==> src/softmax_normalizer_defines.svh <==
// Assertion helpers for the softmax normalizer
`ifndef SOFTMAX_NORMALIZER_DEFINES_SVH
`define SOFTMAX_NORMALIZER_DEFINES_SVH
`ifndef SYNTHESIS
`define SMX_ASSERT(label, clk, rst, prop) \
  label: assert property (@(posedge clk) disable iff (rst) prop) else $error("assertion failed");
`define SMX_ASSERT_R(label, clk, prop) \
  label: assert property (@(posedge clk) prop) else $error("assertion failed");
`else
`define SMX_ASSERT(label, clk, rst, prop)
`define SMX_ASSERT_R(label, clk, prop)
`endif
`endif

==> src/smx_ram.sv <==
`timescale 1ns / 1ps
`default_nettype none
module smx_ram #(
  parameter int Width = 16,
  parameter int Depth = 64
) (
  input  wire logic                     clk,
  input  wire logic                     we,
  input  wire logic [$clog2(Depth)-1:0] waddr,
  input  wire logic [Width-1:0]         wdata,
  input  wire logic [$clog2(Depth)-1:0] raddr,
  output logic      [Width-1:0]         rdata
);
  logic [Width-1:0] mem [Depth];
  always_ff @(posedge clk) begin
    if (we) mem[waddr] <= wdata;
    rdata <= mem[raddr];
  end
endmodule
`default_nettype wire

==> config.mk <==
export PLATFORM = sky130hd
export DESIGN_NAME = smx_ram
export DESIGN_NICKNAME = d
export VERILOG_FILES = /design/src/softmax_normalizer_defines.svh /design/src/smx_ram.sv
export SDC_FILE = /design/constraint.sdc
export NUM_CORES = 1
export LEC_CHECK = 0
export BUFFER_PORTS_ARGS = -buffer_cell sky130_fd_sc_hd__buf_2
export CAP_MARGIN = 25
export CORE_AREA = 2 2 342 479
export CTS_CLUSTER_DIAMETER = 150
export DETAILED_ROUTE_END_ITERATION = 8
export DIE_AREA = 0 0 344 481
export SLEW_MARGIN = 20
export SYNTH_ARGS = -nofsm -noshare
export SYNTH_HDL_FRONTEND = slang
export SYNTH_SLANG_ARGS = --single-unit
==> constraint.sdc <==
create_clock -name clk -period 2.7 [get_ports clk]
set_clock_uncertainty 0.1 [all_clocks]
set_input_delay 0.405 -clock clk [delete_from_list [all_inputs] [get_ports clk]]
set_output_delay 0.405 -clock clk [all_outputs]
set_load 0.02 [all_outputs]
==> results.sh <==
export IMPL_outcome="completed"
export IMPL_maxCapViolCount=0
export IMPL_multi_input_area_mm2=0.00828
export IMPL_relSlewSlack_pct=43.7
export IMPL_hold_path_depth=2
export IMPL_h_tree_depth=3
export IMPL_peakVddDrop_v=0.000451
export IMPL_min_period_over_period_pct=82.7
export IMPL_cp_data_arrival_time_ns=2.73
export IMPL_yosys_area_share_simple_pct=2.65
export IMPL_wire_per_inst_um=23.4
export IMPL_hold_slack_ns=0.115
export IMPL_slew_violations=0
export IMPL_synth_top_area_share_pct=76.8
export IMPL_final_antenna_net_count=0
export IMPL_seqPwrFrac_pct=55.8
export IMPL_synthMuxAreaShare_pct=15.5
export IMPL_synth_xor_area_share_pct=0
export IMPL_dp_final_hpwl_um=65900
export IMPL_netlist_area_mm2=0.0400
export IMPL_synth_top_family_by_area="multiplexers"
export IMPL_reg2reg_to="rdata[13]"
export IMPL_track_usage_pct=12.0
export IMPL_worst_pin_slew_ns=0.845
export IMPL_cts_sinks=1040
export IMPL_fp_dieH_um=481
export IMPL_synth_compound_area_share_pct=2.41
export IMPL_synth_seq_area_share_pct=77.6
export IMPL_finalWeightedCongestion=0.832
export IMPL_fin_setup_tns_ns=0
export IMPL_dp_cells=4114
export IMPL_synth_seq_cells=1040
export IMPL_antenna_found_initial=12
export IMPL_static_leakage_power_nw=14.8
export IMPL_synth_distinct_cells=43
export IMPL_synth_warnings=0
export IMPL_routed_wl_um=100000
export IMPL_core_region_area_mm2=0.162
export IMPL_fin_util_pct=29.3
export IMPL_pwr_share_comb_pct=5.9
export IMPL_place_port_buffers=45
export IMPL_clk_path_buf_depth=3
export IMPL_rrSetupSlack_ns=0.47
export IMPL_vias=19208
export IMPL_syn_inst=1829
export IMPL_synthAdderAreaFrac_pct=0
export IMPL_cts_setup_buffers=0
export IMPL_critPathLaunchType="flop"
export IMPL_top_level_ports=46
export IMPL_start_util_pct=24.8
export IMPL_cts_tree="yes"
export IMPL_p_int_mw=25.1
export IMPL_viasPerCell=4.49
export IMPL_hold_end="mem[63][15]"
export IMPL_total_power_mw=32.1
export IMPL_fp_row_count=175
export IMPL_drive_gt1_share_pct=30.7
export IMPL_synth_area_per_cell_um2=21.9
export IMPL_overflow=0
export IMPL_r2r_start="mem[16][13]"
export IMPL_seq_area_mm2=0.0311
export IMPL_fillerInstances=15671
export IMPL_worstPathMaxFanout=1
export IMPL_hold_start="wdata[15]"
export IMPL_grt_pass1_wl_um=144000
export IMPL_area_growth_pct=18.1
export IMPL_setup_viol=0
export IMPL_grt_pass1_vias=19800
export IMPL_netlist_top_cell_by_area="edfxtp_1"
export IMPL_worst_ep_required_time_ns=3.20
export IMPL_r2r_cells=6
export IMPL_netSwitchingFraction_pct=21.9
export IMPL_firstDrtPassIters=6
export IMPL_hold_class="in -> reg"
export IMPL_min_period_ns=2.23
export IMPL_power_switching_mw=7.04
export IMPL_clk_latency_ns=0.69
export IMPL_die_width_um=344
export IMPL_worstSetupPathType="reg -> reg"
export IMPL_rsz0062_at_grt="no"
export IMPL_fmax_mhz=448
export IMPL_syn_nets=1859
export IMPL_die_area_mm2=0.165
export IMPL_grt_max_degree=65
export IMPL_clk_pin_slew_worst_paths_ns=0.06
export IMPL_clockPowerShare_pct=38.3
export IMPL_cts_buffers=88
export IMPL_stdcell_count=4280
export IMPL_route_detailed_drc=0
export IMPL_power_density_mw_per_mm2=679
export IMPL_finalHoldViolCount=0
export IMPL_ys_top_cells_by_area="edfxtp_1 (77%), mux4_2 (12%), mux2i_1 (2.1%)"
export IMPL_cts_root_buf="clkbuf_16"
export IMPL_drtIter0Drc=1678
export IMPL_fin_nets=2112
export IMPL_cp_end_kind="flop"
==> registers in the layout (all words and copies together), names as in the netlist <==
register,flops
mem,1024
rdata,16
==> cell usage in the layout, fill, tap and decap left out, drive strengths merged, types with 6 or more instances in the layout <==
cell,count
mux2i,85
nor2,74
a211o,8
a31oi,8
nand2,60
nand4,12
inv,7
a22oi,39
a211oi,8
nor2b,30
clkbuf,104
edfxtp,1024
a22o,6
buf,265
a221o,6
dfxtp,16
a21oi,17
o21ai,8
nand3,24
mux4,224
clkinv,42
a311oi,8
mux2,27
a221oi,16
==> worst max-delay path, cell delays in order, from the launching register on <==
cell      delay, ns
edfxtp_1       0.34
mux4_2         0.24
mux2i_1        0.07
buf_4          0.17
a22oi_1        0.61
a31oi_1        0.31
a311oi_1       0.31
==> routing by layer <==
layer	share of wire (%)	wire, um	GRT usage [%]	vias up
met5	0.086	86	0	-
met4	3.8	3780	4.81	14
met3	5.9	5960	2.18	139
met2	52	52300	21.4	612
met1	38	37900	14.2	10270
li1	-	-	-	8173
==> how the worst max path moves through the flow <==
stage                 endpoint  slack [ns]         from
finish               rdata[13]        0.47  mem[16][13]
global route         rdata[15]        0.43     raddr[0]
CTS                   rdata[1]        0.45   mem[21][1]
detailed placement   rdata[15]       -0.15     raddr[0]
global placement     rdata[15]       -0.13     raddr[0]
floorplan           mem[48][0]        0.16     waddr[3]
==> cell type report <==
class,count,share of cell area (%)
timing repair buffer,267,5.31
antenna,3,0.0159
tap,2124,5.62
clock inverter,57,1.02
sequential,1040,65.7
multi-input combinational,685,17.5
clock buffer,104,4.79
==> synthesized netlist by cell type (all sizes together) <==
library cell / count
a21oi: 17
a41oi: 5
mux2: 27
nand4b: 1
nor2b: 30
or3b: 1
edfxtp: 1024
nand3: 24
a31oi: 8
nor2: 74
nand2b: 3
a221oi: 16
a221o: 6
buf: 77
nor3: 2
and2: 2
dfxtp: 16
a211oi: 8
and4: 5
a211o: 8
o21ai: 8
mux4: 224
nand4: 12
nor4: 3
mux2i: 85
a22o: 6
nand2: 60
or3: 1
nand3b: 2
a311oi: 8
clkbuf: 27
a22oi: 39
==> through the flow <==
step / area (um^2) / worst slack, ns
after global routing: 47300 / 0.430
after detailed placement: 44500 / -0.153
after global placement: 44500 / -0.130
after CTS: 47300 / 0.447
final: 47300 / 0.467
after floorplan: 40000 / 0.160
==> repair_timing <==
item	in CTS	in global routing
gates resized for setup	0	0
hold endpoints to repair	15	0
hold buffers	2	0
==> logic make-up after synthesis <==
logic type,count (synthesis)
AO/OA/AOI/OAI,129
buffers and inverters,104
flip-flops,1040
multiplexers,336
AND/OR/NAND/NOR,220
==> power by group through the flow <==
stage	sequential, mW	combinational [mW]	clock [mW]
2_1_floorplan	18.3	0.925	0
3_3_place_gp	18.3	1.88	0
3_5_place_dp	18.3	1.90	0
4_1_cts	17.9	1.91	12.5
5_1_grt	17.9	1.99	13.1
6_report	17.9	1.88	12.3
(Power assumes the default switching activity.)
