==> config.mk <==
export PLATFORM = sky130hd
export DESIGN_NAME = smx_front_flat
export DESIGN_NICKNAME = d
export VERILOG_FILES = /design/src/softmax_normalizer_defines.svh /design/src/smx_pkg.sv /design/src/smx_if.sv /design/src/smx_front.sv /design/src/flat_wrapper.sv
export SDC_FILE = /design/constraint.sdc
export NUM_CORES = 1
export LEC_CHECK = 0
export BUFFER_PORTS_ARGS = -buffer_cell sky130_fd_sc_hd__buf_2
export CAP_MARGIN = 0
export CORE_ASPECT_RATIO = 1.25
export CORE_UTILIZATION = 40
export DETAILED_ROUTE_END_ITERATION = 8
export PLACE_DENSITY = 0.67
export SKIP_CTS_REPAIR_TIMING = 1
export SLEW_MARGIN = 0
export SYNTH_ARGS = -nofsm -noshare
export SYNTH_HDL_FRONTEND = slang
export SYNTH_SLANG_ARGS = --single-unit
==> constraint.sdc <==
create_clock -name clk -period 3.2 [get_ports clk]
set_input_delay 0.16 -clock clk [delete_from_list [all_inputs] [get_ports clk]]
set_output_delay 0.16 -clock clk [all_outputs]
set_load 0.01 [all_outputs]
==> src/softmax_normalizer_defines.svh <==
// Assertion helpers for the softmax normalizer
`ifndef SOFTMAX_NORMALIZER_DEFINES_SVH
`define SOFTMAX_NORMALIZER_DEFINES_SVH
`ifndef SYNTHESIS
`define SMX_ASSERT(label, clk, rst, prop) \
  label: assert property (@(posedge clk) disable iff (rst) prop) else $error("assertion failed");
`define SMX_ASSERT_R(label, clk, prop) \
  label: assert property (@(posedge clk) prop) else $error("assertion failed");
`else
`define SMX_ASSERT(label, clk, rst, prop)
`define SMX_ASSERT_R(label, clk, prop)
`endif
`endif

==> src/smx_pkg.sv <==
`timescale 1ns / 1ps
`default_nettype none
package smx_pkg;
  localparam int MaxN = 64;
  localparam int AW = $clog2(MaxN);
  localparam int CW = $clog2(MaxN + 1);
  localparam int SW = CW + 17;
  localparam int QD = 16;
  localparam int QAW = $clog2(QD);

  // Request from front to back: one vector ready to normalize
  typedef struct packed {
    logic signed [15:0] mx;
    logic [CW-1:0]      count;
    logic               dropped;
  } smx_job_t;

  typedef enum logic [2:0] {
    BK_IDLE, BK_SUM, BK_DIV, BK_EMIT, BK_DONE
  } bk_state_t;
endpackage
`default_nettype wire

==> src/smx_if.sv <==
`timescale 1ns / 1ps
`default_nettype none
interface smx_in_if;
  logic valid;
  logic ready;
  logic signed [15:0] logit;
  logic is_last;
  modport source (output valid, logit, is_last, input ready);
  modport sink (input valid, logit, is_last, output ready);
endinterface

`default_nettype wire

==> src/smx_front.sv <==
`timescale 1ns / 1ps
`default_nettype none
// Load logits into the store and track the max; post one job per vector
module smx_front (
  input  wire logic                  clk,
  input  wire logic                  rst,
  smx_in_if.sink                     in_ch,
  output logic                       we,
  output logic [smx_pkg::AW-1:0]     waddr,
  output logic [15:0]                wdata,
  output logic                       job_valid,
  input  wire logic                  job_ready,
  output smx_pkg::smx_job_t          job
);
  import smx_pkg::*;
  logic signed [15:0] running_max;
  logic [CW-1:0] item_count;
  logic dropped_flag;
  logic acc, room;
  logic signed [15:0] mx_next;

  // Accept only while a job can be posted for a last word
  assign in_ch.ready = job_ready;
  assign acc = in_ch.valid & in_ch.ready;
  assign room = item_count < CW'(MaxN);
  assign we = acc & room;
  assign waddr = item_count[AW-1:0];
  assign wdata = in_ch.logit;
  assign mx_next = (room && in_ch.logit > running_max) ? in_ch.logit : running_max;
  assign job_valid = acc & in_ch.is_last;
  assign job.mx = mx_next;
  assign job.count = room ? item_count + CW'(1) : item_count;
  assign job.dropped = dropped_flag | ~room;

  always_ff @(posedge clk) begin
    if (rst || job_valid) begin
      running_max <= 16'sh8000;
      item_count <= '0;
      dropped_flag <= 1'b0;
    end else if (acc) begin
      running_max <= mx_next;
      if (room) item_count <= item_count + CW'(1);
      else dropped_flag <= 1'b1;
    end
  end
endmodule
`default_nettype wire

==> src/flat_wrapper.sv <==
// flat-port wrapper written by rule: the top's interface ports become plain ports
module smx_front_flat import smx_pkg::*;
  (clk, rst, we, waddr, wdata, job_valid, job_ready, job, in_ch_valid, in_ch_logit, in_ch_is_last, in_ch_ready);
  smx_in_if in_ch_i ();
  input  wire logic clk;
  input  wire logic rst;
  output logic we;
  output logic [smx_pkg::AW-1:0] waddr;
  output logic [15:0] wdata;
  output logic job_valid;
  input  wire logic job_ready;
  output smx_pkg::smx_job_t job;
  input wire logic [$bits(in_ch_i.valid)-1:0] in_ch_valid;
  input wire logic [$bits(in_ch_i.logit)-1:0] in_ch_logit;
  input wire logic [$bits(in_ch_i.is_last)-1:0] in_ch_is_last;
  output wire logic [$bits(in_ch_i.ready)-1:0] in_ch_ready;
  assign in_ch_i.valid = in_ch_valid;
  assign in_ch_i.logit = in_ch_logit;
  assign in_ch_i.is_last = in_ch_is_last;
  assign in_ch_ready = in_ch_i.ready;
  smx_front u_core (.clk(clk), .rst(rst), .in_ch(in_ch_i), .we(we), .waddr(waddr), .wdata(wdata), .job_valid(job_valid), .job_ready(job_ready), .job(job));
endmodule
==> flow_metrics.py, run 1 <==
metrics = {
    "setup_path": {
        "reg2reg_slack_ns": 0.61,
        "critPathArrivalTime_ns": 2.84,
        "cp_data_required_time_ns": 3.04,
        "crit_path_max_fanout": 16,
        "crit_type": "register to output port",
        "setup.worst_path.end_class": "output port",
        "start_kind": "register",
    },
    "detailed_routing": {
        "viasPerCell": 4.890,
        "wl_per_cell_um": 11.12,
        "drt_iter0_drc": 38,
        "via_count": 1594,
        "drt_first_pass_iters": 4,
        "drc": 0,
        "ant_nets": 0,
        "wl_mm": 3.626,
    },
    "final_layout": {
        "n_antenna_cell": 0,
        "register_area_um2": 480.5,
        "fin_area_um2": 2165,
        "synthToLayoutAreaGrowth_pct": 15.87,
        "nNetsFinal": 307,
        "nFillCells": 466,
        "layout_commonest_cell": "buf_2",
        "layout-drive-gt1-share_pct": 36.57,
        "final_cell_mix": "69 x buf_2, 38 x nand2_1, 24 x dfxtp_1",
        "multi_input_area_um2": 1100,
    },
    "global_routing": {
        "grt_util_all_layers_pct": 15.05,
        "grt_max_degree": 32,
        "grt_first_pass_wirelength_mm": 6.078,
        "antenna_found_initial": 0,
        "grt-ovfl-total": 0,
        "grt_pass1_vias": 1448,
    },
    "clock_tree": {
        "htree_levels": 1,
        "cts_tree": "done",
        "clock_sinks": 24,
        "root_buffer": "clkbuf_8",
        "cts_buffers": 3,
        "worstSkewPairLatency_ns": 0.27,
        "clkSlewWorstSetupHoldPaths_ns": 0.09,
        "clock_path_buffers": 2,
    },
    "sta": {
        "fin_crit_ns": 2.997,
        "whs_ns": 0.1567,
        "clock-skew-final_ns": 0.003433,
        "setup-tns-final_ns": 0,
        "rsz0062_at_grt": "false",
        "worst_slew_pin_slew_ns": 0.4571,
        "finalSetupViolations": 0,
        "fmax_mhz": 333.7,
        "hold_violations": 0,
        "maxSlewHeadroom_pct": 69.46,
        "post-route-period-util_pct": 93.66,
        "drv_slew": 0,
    },
    "power": {
        "p_leak_uw": 0.0009960,
        "total_power_uw": 825.7,
        "p_per_area_nw_per_um2": 381.5,
        "peakVddDrop_mv": 0.1533,
    },
    "yosys": {
        "synthXorXnorAreaFrac_pct": 3.282,
        "yosysSeqAreaShare_pct": 25.72,
        "ys.flop_type": "dfxtp_1",
        "synth-compound-area-share_pct": 9.042,
        "synth_seq_cells": 24,
        "synthMuxAreaShare_pct": 18.82,
        "synthAdderAreaFrac_pct": 11.39,
        "synth_area_um2": 1868,
        "synth-simple-area-share_pct": 16.21,
        "syn-num-nets": 261,
        "synth_async_sr_flop_share_pct": 0,
        "synth_edf_count": 0,
        "synthDistinctLibCells": 32,
        "synthCells": 223,
        "yosys_warnings": 0,
        "syn_area_per_cell_um2": 8.377,
        "synth_top_family_by_area": "multiplexers",
    },
    "run_status": {
        "status": "completed",
    },
    "placement": {
        "port_buffers": 69,
        "globalplace.congestion": 0.7297,
        "place_area_um2": 2093,
        "place_hpwl_mm": 2.832,
    },
    "worst_hold_path": {
        "min_path_type": "input port to register",
    },
    "die": {
        "die_height_um": 78.41,
        "start_util_pct": 41.89,
        "dieArea_um2": 4949,
        "die_w_um": 63.13,
        "num_rows": 27,
        "core_um2": 4459,
        "pin_count": 70,
    },
    "run": {
        "cap_violations": 0,
    },
}
-- critical path, cell delays in order (launching register included) --
cell      delay, ns
dfxtp_1        0.35
inv_1          0.05
ha_1           0.35
nand4_2        0.15
a2111o_1       0.42
a311o_1        0.39
nand2_2        0.33
mux2_2         0.39
buf_2          0.14
-- power by group --
part / internal, uW / switching [uW]
clock network: 167 / 102
logic: 114 / 126
registers: 308 / 7.91
total: 590 / 236
-- area by class of cell --
cell class	instances	area share (%)
clock buffers	3	1.908
clock inverters	1	1.387
inverters	18	3.121
multi-input cells	151	50.81
flip-flops and latches	24	22.20
well taps	58	3.353
repair buffers	71	17.23
-- cell usage after synthesis (2+ instances only) --
| library cell | number | area [um2] |
|---|---|---|
| ha_1 | 17 | 212.7 |
| or3_1 | 3 | 18.77 |
| a21oi_1 | 13 | 65.06 |
| xnor2_1 | 6 | 52.55 |
| dfxtp_1 | 24 | 480.5 |
| clkbuf_1 | 5 | 18.77 |
| inv_1 | 18 | 67.56 |
| nand4_1 | 6 | 37.54 |
| or2_2 | 2 | 12.51 |
| nor2_1 | 10 | 37.54 |
| buf_4 | 23 | 172.7 |
| o21ai_0 | 8 | 40.04 |
| nand2_1 | 38 | 142.6 |
| mux2i_1 | 16 | 160.2 |
| mux2_2 | 17 | 191.4 |
-- stage by stage --
| stage | cells | worst slack, ns | utilization [%] |
|---|---|---|---|
| 4_1_cts | 326 | 0.1679 | 48.54 |
| 3_5_place_dp | 322 | 0.5069 | 46.94 |
| 2_1_floorplan | 223 | 0.7720 | - |
| 6_report | 326 | 0.2029 | 48.54 |
| 3_3_place_gp | 322 | 0.5369 | 46.94 |
| 5_1_grt | 326 | 0.03613 | 48.54 |
-- flip-flops by register name, indices dropped and copies added, names as in the netlist --
name	flops
u_core.dropped_flag	1
u_core.running_max	16
u_core.item_count	7
-- per-layer routing --
metal	wire length, um	global-route usage [%]	vias to the layer above
li1	-	-	826
met1	1612	17.11	717
met2	1802	28.39	47
met3	181	2.762	4
met4	29	3.488	0
met5	0	0	-
-- logic make-up after synthesis --
family	count (synthesis)
xor gates and xnor gates	7
AOI/OAI and AO/OA	27
buffers and inverters	48
muxes	33
and+or+nand+nor	67
DFF	24
adders and majority gates	17
-- worst paths after layout --
path / from / to / depth (start not counted)
setup / recovery: u_core.running_max[15] / job[20] / 8
hold / removal: in_ch_logit[9] / u_core.running_max[9] / 3
setup reg to reg: u_core.running_max[15] / u_core.running_max[13] / 8
hold reg to reg: u_core.running_max[11] / u_core.running_max[11] / 2
Power figures use the tool's default switching activity.
==> run 2, diff against run 1 <==
--- a/config.mk
+++ b/config.mk
@@ -5,12 +5,14 @@
 export SDC_FILE = /design/constraint.sdc
 export NUM_CORES = 1
 export LEC_CHECK = 0
-export BUFFER_PORTS_ARGS = -buffer_cell sky130_fd_sc_hd__buf_2
+export BUFFER_PORTS_ARGS = -buffer_cell sky130_fd_sc_hd__buf_4
 export CAP_MARGIN = 0
+export CELL_PAD_IN_SITES_DETAIL_PLACEMENT = 0
+export CELL_PAD_IN_SITES_GLOBAL_PLACEMENT = 1
 export CORE_ASPECT_RATIO = 1.25
-export CORE_UTILIZATION = 40
+export CORE_UTILIZATION = 35
 export DETAILED_ROUTE_END_ITERATION = 8
-export PLACE_DENSITY = 0.67
+export PLACE_DENSITY_LB_ADDON = 0.1
 export SKIP_CTS_REPAIR_TIMING = 1
 export SLEW_MARGIN = 0
 export SYNTH_ARGS = -nofsm -noshare
==> run 2 against run 1 <==
Compared with the run above: via count is 2.9% lower; sequential share of layout area fell by 1.4 points; flip-flop and latch count stayed put; non-clock buffer count grew 1; critical path depth did not move; first-iteration DRC count fell by 7.9%; register-to-register slack improved by 0.27 ns; count of clock-buffer cells in the layout unchanged; largest power group unchanged; highest routed layer unchanged.
==> flow_metrics.py, run 2 (synthesized netlist as in run 1, its figures left out) <==
metrics = {
    "die": {
        "num_rows": 29,
        "core_um2": 5116,
        "die_height_um": 83.68,
        "pin_count": 70,
        "dieArea_um2": 5635,
        "start_util_pct": 36.51,
        "die_w_um": 67.35,
    },
    "setup_path": {
        "worst_path_max_delay_cell": "a2111o_1",
        "crit_path_max_fanout": 16,
        "cp.depth": 8,
        "setup.worst_path.end_class": "output port",
        "reg2reg_to": "u_core.running_max[0]",
        "reg2reg_slack_ns": 0.88,
        "crit_end": "job[22]",
        "reg2reg_depth": 8,
        "cp_top_family": "compound AO/OA/AOI/OAI gates",
        "crit_type": "register to output port",
        "crit_buf_inv": 2,
        "critPathArrivalTime_ns": 2.84,
        "cp_data_required_time_ns": 3.04,
        "slowest_delay_ns": 0.42,
        "r2r_start": "u_core.running_max[15]",
        "start_kind": "register",
        "path_cells": "inv_1, ha_1, nand4_2, a2111o_1, a311o_1, nand2_2, mux2_2, buf_4",
        "critPathLaunch": "u_core.running_max[15]",
    },
    "placement": {
        "place_area_um2": 2266,
        "place_hpwl_mm": 3.078,
        "port_buffers": 69,
        "globalplace.congestion": 0.7150,
    },
    "sta": {
        "setup-tns-final_ns": 0,
        "post-route-period-util_pct": 93.72,
        "rsz0062_at_grt": "false",
        "worst_slew_pin_slew_ns": 0.4106,
        "finalSetupViolations": 0,
        "fmax_mhz": 333.4,
        "hold_violations": 0,
        "fin_crit_ns": 2.999,
        "maxSlewHeadroom_pct": 72.27,
        "clock-skew-final_ns": 0.003650,
        "drv_slew": 0,
    },
    "clock_tree": {
        "clock_sinks": 24,
        "root_buffer": "clkbuf_8",
        "cts_buffers": 3,
        "clkSlewWorstSetupHoldPaths_ns": 0.08,
        "clock_path_buffers": 2,
        "cts_tree": "done",
        "worstSkewPairLatency_ns": 0.27,
        "htree_levels": 1,
    },
    "final_layout": {
        "largest_reg_flops": 16,
        "synthToLayoutAreaGrowth_pct": 23.51,
        "n_antenna_cell": 0,
        "nNetsFinal": 308,
        "final_util_pct": 45.10,
        "final_cell_mix": "72 x buf_4, 38 x nand2_1, 24 x dfxtp_1",
        "layout-drive-gt1-share_pct": 36.57,
        "layout_commonest_cell": "buf_4",
        "reg.largest.list": "u_core.running_max: 16 flops, u_core.item_count: 7 flops, u_core.dropped_flag: 1 flops",
        "fin_area_um2": 2307,
        "largest-register": "u_core.running_max",
    },
    "global_routing": {
        "grt_max_degree": 31,
        "grt_first_pass_wirelength_mm": 6.327,
        "grt_pass1_vias": 1410,
        "antenna_found_initial": 0,
        "grt_util_all_layers_pct": 14.49,
        "grt-ovfl-total": 0,
    },
    "worst_hold_path": {
        "min_path_type": "input port to register",
    },
    "power": {
        "p_per_area_nw_per_um2": 333.6,
        "total_power_uw": 769.6,
        "peakVddDrop_mv": 0.1582,
        "p_leak_uw": 0.001024,
    },
    "detailed_routing": {
        "ant_nets": 0,
        "drt_iter0_drc": 35,
        "wl_per_cell_um": 12.04,
        "via_count": 1548,
        "viasPerCell": 4.691,
        "drt_first_pass_iters": 4,
        "drc": 0,
        "wl_mm": 3.974,
    },
    "run_status": {
        "status": "completed",
    },
    "run": {
        "cap_violations": 0,
    },
}
## run 2: cell count changes in the layout (fill, tap and decap cells not counted)
cell,delta
bufinv_16,-1
buf_2,-69
buf_4,+71
buf_12,-1
## run 2: final cells by class
cell class | instances | area (um2)
multi-input combinational | 151 | 1100
inverter | 18 | 67.56
timing repair buffer | 72 | 540.5
sequential | 24 | 480.5
clock buffer | 3 | 41.29
fill | 548 | 2809
tap | 62 | 77.57
## run 2: worst min-delay path: stages
cell	delay [ns]
buf_4	0.12
nand2_1	0.05
mux2i_1	0.05
## run 2: power by group
part	switching, uW	leakage [uW]	internal, uW
combinational	129	0.000808	143
sequential	8.54	0.000194	308
clock	96.0	0.0000216	84.3
## run 2: worst min-delay path by stage
stage	depth (start not counted)	slack, ns	startpoint	end
2_1_floorplan	2	0.30	in_ch_logit[10]	u_core.running_max[10]
3_3_place_gp	3	0.44	rst	u_core.item_count[6]
3_5_place_dp	3	0.45	in_ch_logit[3]	u_core.running_max[3]
4_1_cts	3	0.16	in_ch_logit[1]	u_core.running_max[1]
5_1_grt	3	0.16	in_ch_logit[0]	u_core.running_max[0]
6_report	3	0.16	in_ch_logit[2]	u_core.running_max[2]
## run 2: metrics by stage
stage                     instances  hold slack (ns)  worst slack, ns
after floorplan                 223           0.3021           0.7720
after global placement          327           0.4442           0.4826
after detailed placement        327           0.4515           0.4433
after CTS                       330           0.1568           0.1286
after global routing            330           0.1615          0.02888
final                           330           0.1617           0.2008
## run 2: per-layer routing
layer | GRT usage [%] | routed length, um | up-vias
li1 | - | - | 824
met3 | 2.596 | 218 | 4
met5 | 0 | 0 | -
met2 | 24.36 | 1985 | 42
met4 | 4.642 | 44 | 0
met1 | 18.08 | 1727 | 678
